[config.mk]
export PLATFORM = sky130hd
export DESIGN_NAME = scbrm_ctrl
export DESIGN_NICKNAME = d
export VERILOG_FILES = /design/src/design/sidelink_channel_busy_ratio_monitor_defines.svh /design/src/design/scbrm_pkg.sv /design/src/design/scbrm_ctrl.sv
export SDC_FILE = /design/constraint.sdc
export NUM_CORES = 1
export LEC_CHECK = 0
export BUFFER_PORTS_ARGS = -buffer_cell sky130_fd_sc_hd__clkbuf_2
export CAP_MARGIN = 30
export CORE_AREA = 8 8 49 51
export DETAILED_ROUTE_END_ITERATION = 16
export DIE_AREA = 0 0 57 59
export GPL_ROUTABILITY_DRIVEN = 0
export GPL_TIMING_DRIVEN = 0
export PLACE_DENSITY = 0.73
export SLEW_MARGIN = 10
export SYNTH_ARGS = -nofsm -noshare
export SYNTH_HDL_FRONTEND = slang
export SYNTH_SLANG_ARGS = --single-unit
[constraint.sdc]
create_clock -name clk -period 2.05 [get_ports clk]
set_input_delay 0.5125 -clock clk [delete_from_list [all_inputs] [get_ports clk]]
set_output_delay 0.5125 -clock clk [all_outputs]
set_load 0.01 [all_outputs]
[src/design/sidelink_channel_busy_ratio_monitor_defines.svh]
// ---------------------------------------------------------------------------
// sidelink channel busy ratio monitor assertion macros
// shared concurrent assertion forms, clocked on clk with synchronous reset
// ---------------------------------------------------------------------------
`ifndef SIDELINK_CHANNEL_BUSY_RATIO_MONITOR_DEFINES_SVH
`define SIDELINK_CHANNEL_BUSY_RATIO_MONITOR_DEFINES_SVH

// property that must hold at every edge out of reset
`define SCBRM_ASSERT(lbl, prop, msg) \
  lbl: assert property (@(posedge clk) disable iff (!rst_n) (prop)) else $error(msg);

// same-cycle implication
`define SCBRM_ASSERT_IMP(lbl, ante, cons, msg) \
  lbl: assert property (@(posedge clk) disable iff (!rst_n) (ante) |-> (cons)) else $error(msg);

`endif

[src/design/scbrm_pkg.sv]
// ---------------------------------------------------------------------------
// scbrm_pkg
// shared sizes, types and helpers of the channel busy ratio monitor
// ---------------------------------------------------------------------------
`default_nettype none

package scbrm_pkg;

  // ring sizing
  localparam int WINDOW_DEPTH = 256;
  localparam int RING_AW      = $clog2(WINDOW_DEPTH);
  localparam int CNT_W        = $clog2(WINDOW_DEPTH + 1);
  localparam int SUM_W        = $clog2(WINDOW_DEPTH * 255 + 1);

  // field widths
  localparam int TIME_W = 32;
  localparam int TX_W   = 16;
  localparam int LEN_W  = 8;
  localparam int PWR_W  = 11;
  localparam int BR_W   = 17;
  localparam int NC_W   = 9;

  // divider sizing: numerator is sum shifted up by 32, denominator is
  // slots (16) * fraction (17) * subchannels (8)
  localparam int NUM_W      = SUM_W + 32;
  localparam int P1_W       = 33;
  localparam int DEN_W      = 41;
  localparam int DIV_STEP_W = $clog2(NUM_W);

  // register indexes
  localparam logic [1:0] REG_WINDOW_LEN = 2'd0;
  localparam logic [1:0] REG_SLOTS      = 2'd1;
  localparam logic [1:0] REG_FRACTION   = 2'd2;
  localparam logic [1:0] REG_SUBCHANS   = 2'd3;

  typedef struct packed {
    logic [TIME_W-1:0] stamp;
    logic [TX_W-1:0]   tx;
    logic [LEN_W-1:0]  len;
    logic [PWR_W-1:0]  power;
  } entry_t;

  typedef enum logic [4:0] {
    ST_WIPE, ST_IDLE,
    ST_P1_RD, ST_P1_CHK,
    ST_REC, ST_REC_RD, ST_REC_DROP, ST_REC_WR,
    ST_P2_RD, ST_P2_CHK,
    ST_SR_INIT, ST_SR_RD, ST_SR_CHK, ST_SR_SEEN,
    ST_CL_INIT, ST_CL_RD, ST_CL_WR,
    ST_DIV, ST_DIV_WAIT, ST_DONE
  } state_t;

  // busy ratio unit phases
  typedef enum logic [1:0] {PH_IDLE, PH_MUL, PH_DIV} div_phase_t;

  typedef struct packed {
    logic load;
    logic rd_head;
    logic rd_walk;
    logic drop;
    logic ovf;
    logic write;
    logic idx_load;
    logic seen_rd;
    logic seen_set;
    logic seen_clr;
    logic wipe;
    logic div_start;
    logic out_load;
  } cmd_t;

  typedef struct packed {
    logic count_zero;
    logic full;
    logic expired;
    logic rx;
    logic idx_zero;
    logic wipe_last;
    logic div_done;
    logic out_free;
  } stat_t;

  // ring position a + b with wrap, a below depth, b at most depth
  function automatic logic [RING_AW-1:0] ring_add(input logic [RING_AW-1:0] a,
                                                 input logic [CNT_W-1:0] b);
    logic [CNT_W:0] s;
    s = (CNT_W+1)'(a) + (CNT_W+1)'(b);
    if (s >= (CNT_W+1)'(WINDOW_DEPTH)) begin
      s = s - (CNT_W+1)'(WINDOW_DEPTH);
    end
    return s[RING_AW-1:0];
  endfunction

endpackage

`default_nettype wire

[src/design/scbrm_ctrl.sv]
// ---------------------------------------------------------------------------
// scbrm_ctrl
// sequencer: post-reset bitmap wipe, then per item prune, record, prune,
// newest-first walk, bitmap clean walk, busy ratio division, result hand-off
// ---------------------------------------------------------------------------
`default_nettype none

module scbrm_ctrl import scbrm_pkg::*; (
  input  wire logic  clk,
  input  wire logic  rst_n,
  input  wire logic  accept,
  input  wire stat_t stat,
  output cmd_t       cmd,
  output logic       idle
);

  state_t state_r, state_nxt;

  always_ff @(posedge clk) begin
    if (!rst_n) begin
      state_r <= ST_WIPE;
    end else begin
      state_r <= state_nxt;
    end
  end

  // next state
  always_comb begin
    state_nxt = state_r;
    case (state_r)
      ST_WIPE:     if (stat.wipe_last) state_nxt = ST_IDLE;
      ST_IDLE:     if (accept) state_nxt = ST_P1_RD;
      ST_P1_RD:    state_nxt = stat.count_zero ? ST_REC : ST_P1_CHK;
      ST_P1_CHK:   state_nxt = stat.expired ? ST_P1_RD : ST_REC;
      ST_REC: begin
        if (!stat.rx) begin
          state_nxt = ST_P2_RD;
        end else if (stat.full) begin
          state_nxt = ST_REC_RD;
        end else begin
          state_nxt = ST_REC_WR;
        end
      end
      ST_REC_RD:   state_nxt = ST_REC_DROP;
      ST_REC_DROP: state_nxt = ST_REC_WR;
      ST_REC_WR:   state_nxt = ST_P2_RD;
      ST_P2_RD:    state_nxt = stat.count_zero ? ST_SR_INIT : ST_P2_CHK;
      ST_P2_CHK:   state_nxt = stat.expired ? ST_P2_RD : ST_SR_INIT;
      ST_SR_INIT:  state_nxt = ST_SR_RD;
      ST_SR_RD:    state_nxt = stat.idx_zero ? ST_CL_INIT : ST_SR_CHK;
      ST_SR_CHK:   state_nxt = ST_SR_SEEN;
      ST_SR_SEEN:  state_nxt = ST_SR_RD;
      ST_CL_INIT:  state_nxt = ST_CL_RD;
      ST_CL_RD:    state_nxt = stat.idx_zero ? ST_DIV : ST_CL_WR;
      ST_CL_WR:    state_nxt = ST_CL_RD;
      ST_DIV:      state_nxt = ST_DIV_WAIT;
      ST_DIV_WAIT: if (stat.div_done) state_nxt = ST_DONE;
      ST_DONE:     if (stat.out_free) state_nxt = ST_IDLE;
      default:     state_nxt = ST_IDLE;
    endcase
  end

  // commands
  always_comb begin
    cmd  = '0;
    idle = 1'b0;
    case (state_r)
      ST_WIPE:     cmd.wipe = 1'b1;
      ST_IDLE: begin
        idle     = 1'b1;
        cmd.load = accept;
      end
      ST_P1_RD, ST_P2_RD: cmd.rd_head = !stat.count_zero;
      ST_P1_CHK, ST_P2_CHK: cmd.drop = stat.expired;
      ST_REC:      cmd = '0;
      ST_REC_RD:   cmd.rd_head = 1'b1;
      ST_REC_DROP: begin
        cmd.drop = 1'b1;
        cmd.ovf  = 1'b1;
      end
      ST_REC_WR:   cmd.write = 1'b1;
      ST_SR_INIT, ST_CL_INIT: cmd.idx_load = 1'b1;
      ST_SR_RD, ST_CL_RD: cmd.rd_walk = !stat.idx_zero;
      ST_SR_CHK:   cmd.seen_rd = 1'b1;
      ST_SR_SEEN:  cmd.seen_set = 1'b1;
      ST_CL_WR:    cmd.seen_clr = 1'b1;
      ST_DIV:      cmd.div_start = 1'b1;
      ST_DIV_WAIT: cmd = '0;
      ST_DONE:     cmd.out_load = stat.out_free;
      default:     cmd = '0;
    endcase
  end

endmodule

`default_nettype wire
==> flow_metrics.py <==
metrics = {
    "status": {
        "outcome": "complete, no violations",
    },
    "worst_setup_path": {
        "cp_top_family": "flip-flops",
        "worst-path-max-fanout": 10,
        "regToRegSetupSlack_ns": 0.55,
        "worst-path-stages": 6,
        "start_kind": "register",
        "crit-reg2reg-capture": "state_r[1]",
        "reg2regPathDepth": 5,
        "max_stage_delay_ns": 0.37,
        "crit_slowest_cell": "dfxtp_4",
        "crit_path_end_kind": "output port",
        "required_ns": 1.54,
        "crit_type": "register to output port",
        "crit_buf_inv": 3,
        "r2r_start": "state_r[2]",
        "cp.arrival_ns": 1.51,
        "crit_chain": "buf_6 -> nor2_4 -> inv_1 -> o32a_1 -> nor2_1 -> buf_2",
    },
    "layout": {
        "finalNetCount": 155,
        "regMostFlops": "state_r",
        "largest_reg_flops": 5,
        "seqCellArea_um2": 106,
        "reg_top3": "state_r x5",
        "design_area_mm2": 0.00101,
        "multi_input_area_um2": 629,
        "fin_util": 0.613,
        "drive_gt1_frac": 0.350,
        "synthToLayoutAreaGrowth_pct": 29.2,
        "n_antenna_cell": 0,
        "nFillCells": 153,
    },
    "yosys": {
        "ys_seq_area_frac": 0.128,
        "synth-edff-count": 0,
        "async_reset_ff_frac": 0,
        "synth-warning-count": 0,
        "synth_top_area_share": 0.128,
        "synth_fp_nets": 126,
        "synth.avg_cell_area_um2": 6.81,
        "synthDistinctLibCells": 44,
        "synth-seq-cells": 5,
        "syn-cell-area_um2": 783,
        "synth_largest_area_cell": "dfxtp_1",
        "netlist_instances": 115,
        "synth_flop_cell": "dfxtp_1",
        "synthTopCellsByArea": "dfxtp_1, nand2_1, nor2_1, nor2b_1, a21oi_1",
    },
    "min_path": {
        "worstHoldPathCells": 3,
        "worstHoldEndpoint": "state_r[2]",
        "worstHoldPathType": "input port to register",
        "min_from": "rst_n",
    },
    "timing": {
        "finalSetupViolCount": 0,
        "clock_skew_ns": 0.000487,
        "tightest_slew_ns": 0.414,
        "period_share": 0.987,
        "rsz0062_at_grt": "yes",
        "hold_violations": 0,
        "period_minus_slack_ns": 2.02,
        "fmax_ghz": 0.494,
        "report.final.slew_viol_count": 0,
        "slew_headroom": 0.723,
    },
    "cts": {
        "cts_tree": "built",
        "cts.clk_slew.worst_paths_ns": 0.04,
        "clkLatencyLatePin_ns": 0.25,
        "cts_buffers": 3,
        "root_buffer": "clkbuf_4",
        "holdBufCountCts": 0,
        "cts_sinks": 5,
        "cts_buffer_depth": 2,
        "htree_num_levels": 1,
    },
    "detailed_routing": {
        "vias_per_cell": 6.31,
        "drcViolationCount": 0,
        "ant_nets": 0,
        "firstDrtPassIters": 4,
        "wl_per_cell_um": 16.9,
        "drt_iter0_drc": 75,
        "drt_wl_total_um": 2700,
        "vias": 1009,
    },
    "placed_design": {
        "place_area_um2": 925,
        "io_buffers": 24,
        "place.detailed.hpwl_um": 1960,
    },
    "grt": {
        "grt_pass1_vias": 933,
        "antenna_found_initial": 0,
        "grt.total_usage": 0.155,
        "grt_overflow_total": 0,
        "grt_start_max_net_pins": 11,
        "grt_pass1_wl_um": 4350,
    },
    "pwr": {
        "ir_worst_vdd_mv": 0.742,
        "p_leak_nw": 0.436,
        "power_density_mw_per_mm2": 1130,
        "total_power_mw": 1.14,
    },
    "die": {
        "start_util": 0.474,
        "rows": 15,
        "ios": 25,
        "dieArea_mm2": 0.00336,
        "die_h_um": 59,
        "coreArea_mm2": 0.00165,
        "die_w_um": 57,
    },
    "run": {
        "cap_violations": 0,
    },
}
## stage by stage
step	instances	TNS, ns	worst slack [ns]	hold slack, ns
5_1_grt	160	-0.0333	-0.0236	0.560
4_1_cts	160	-0.0385	-0.0385	0.550
6_report	160	0	0.0270	0.551
2_1_floorplan	115	0	0.340	0.573
3_5_place_dp	156	0	0.0525	0.677
3_3_place_gp	156	0	0.0786	0.677
## worst max-delay path by stage
stage	endpoint	slack [ns]	from
after floorplan	cmd[11]	0.34	state_r[1]
after detailed placement	cmd[11]	0.05	state_r[1]
after global placement	cmd[11]	0.08	state_r[1]
after CTS	cmd[11]	-0.04	state_r[2]
after global routing	cmd[11]	-0.02	state_r[2]
final	cmd[11]	0.03	state_r[1]
## synthesized netlist by cell type (all sizes together), types with 2 or more instances
| master | instances |
|---|---|
| inv | 4 |
| and3b | 2 |
| a21oi | 6 |
| o21bai | 2 |
| or2 | 2 |
| nor4 | 2 |
| a31oi | 4 |
| nor2 | 12 |
| o21ai | 7 |
| nor3b | 3 |
| nand2b | 4 |
| dfxtp | 5 |
| and3 | 4 |
| nand2 | 12 |
| nand3b | 2 |
| buf | 9 |
| a2111oi | 2 |
| nor3 | 5 |
| clkbuf | 2 |
| nor2b | 7 |
| nand4 | 2 |
## repair_timing
| item | CTS | global route |
|---|---|---|
| pin swaps | 0 | 1 |
| endpoints found under the setup margin | 6 | 5 |
| resized for setup | 9 | 13 |
| setup buffers | 0 | 0 |
## where the power goes
group / internal (mW) / switching, mW / total (mW)
logic: 0.362 / 0.476 / 0.838
registers: 0.133 / 0.0482 / 0.181
clock network: 0.0739 / 0.0458 / 0.120
total: 0.569 / 0.571 / 1.14
## cells in the final DEF (no fill, tap or decap), drive strengths merged, types with 3 or more instances in the layout
cell type,count
a21oi,6
nor2b,7
nand2b,4
buf,8
nor3b,3
a31oi,4
clkbuf,31
nor2,12
nor3,5
inv,4
nand2,12
o21ai,7
and3,4
dfxtp,5
## logic make-up (layout without fill, tap and decap cells)
logic type      after synthesis  after routing  share of synthesized area
flops                         5              5                      0.128
buf+inv                      15             43                      0.105
simple gates                 62             62                      0.439
compound gates               33             33                      0.327
## per-layer routing
layer / vias up / track usage / share of wire
met4: 0 / 0.0369 / 0.013
met5: - / 0 / 0
li1: 475 / - / -
met2: 65 / 0.251 / 0.47
met3: 8 / 0.0515 / 0.11
met1: 461 / 0.191 / 0.40
## worst register-to-register path: cells and delay by family (launching register included)
kind / cells / cell delay (ns)
flip-flops: 1 / 0.30
AND/OR/NAND/NOR: 1 / 0.25
buffers and inverters: 1 / 0.14
AO/OA/AOI/OAI: 3 / 0.72
## cell type report
type	count	area share
flip-flops and latches	5	0.105
plain buffers	11	0.0927
clock buffers	4	0.0260
inverters	4	0.0148
repair buffers	24	0.119
multi-input cells	95	0.622
well taps	17	0.0210
(Power assumes the default switching activity.)
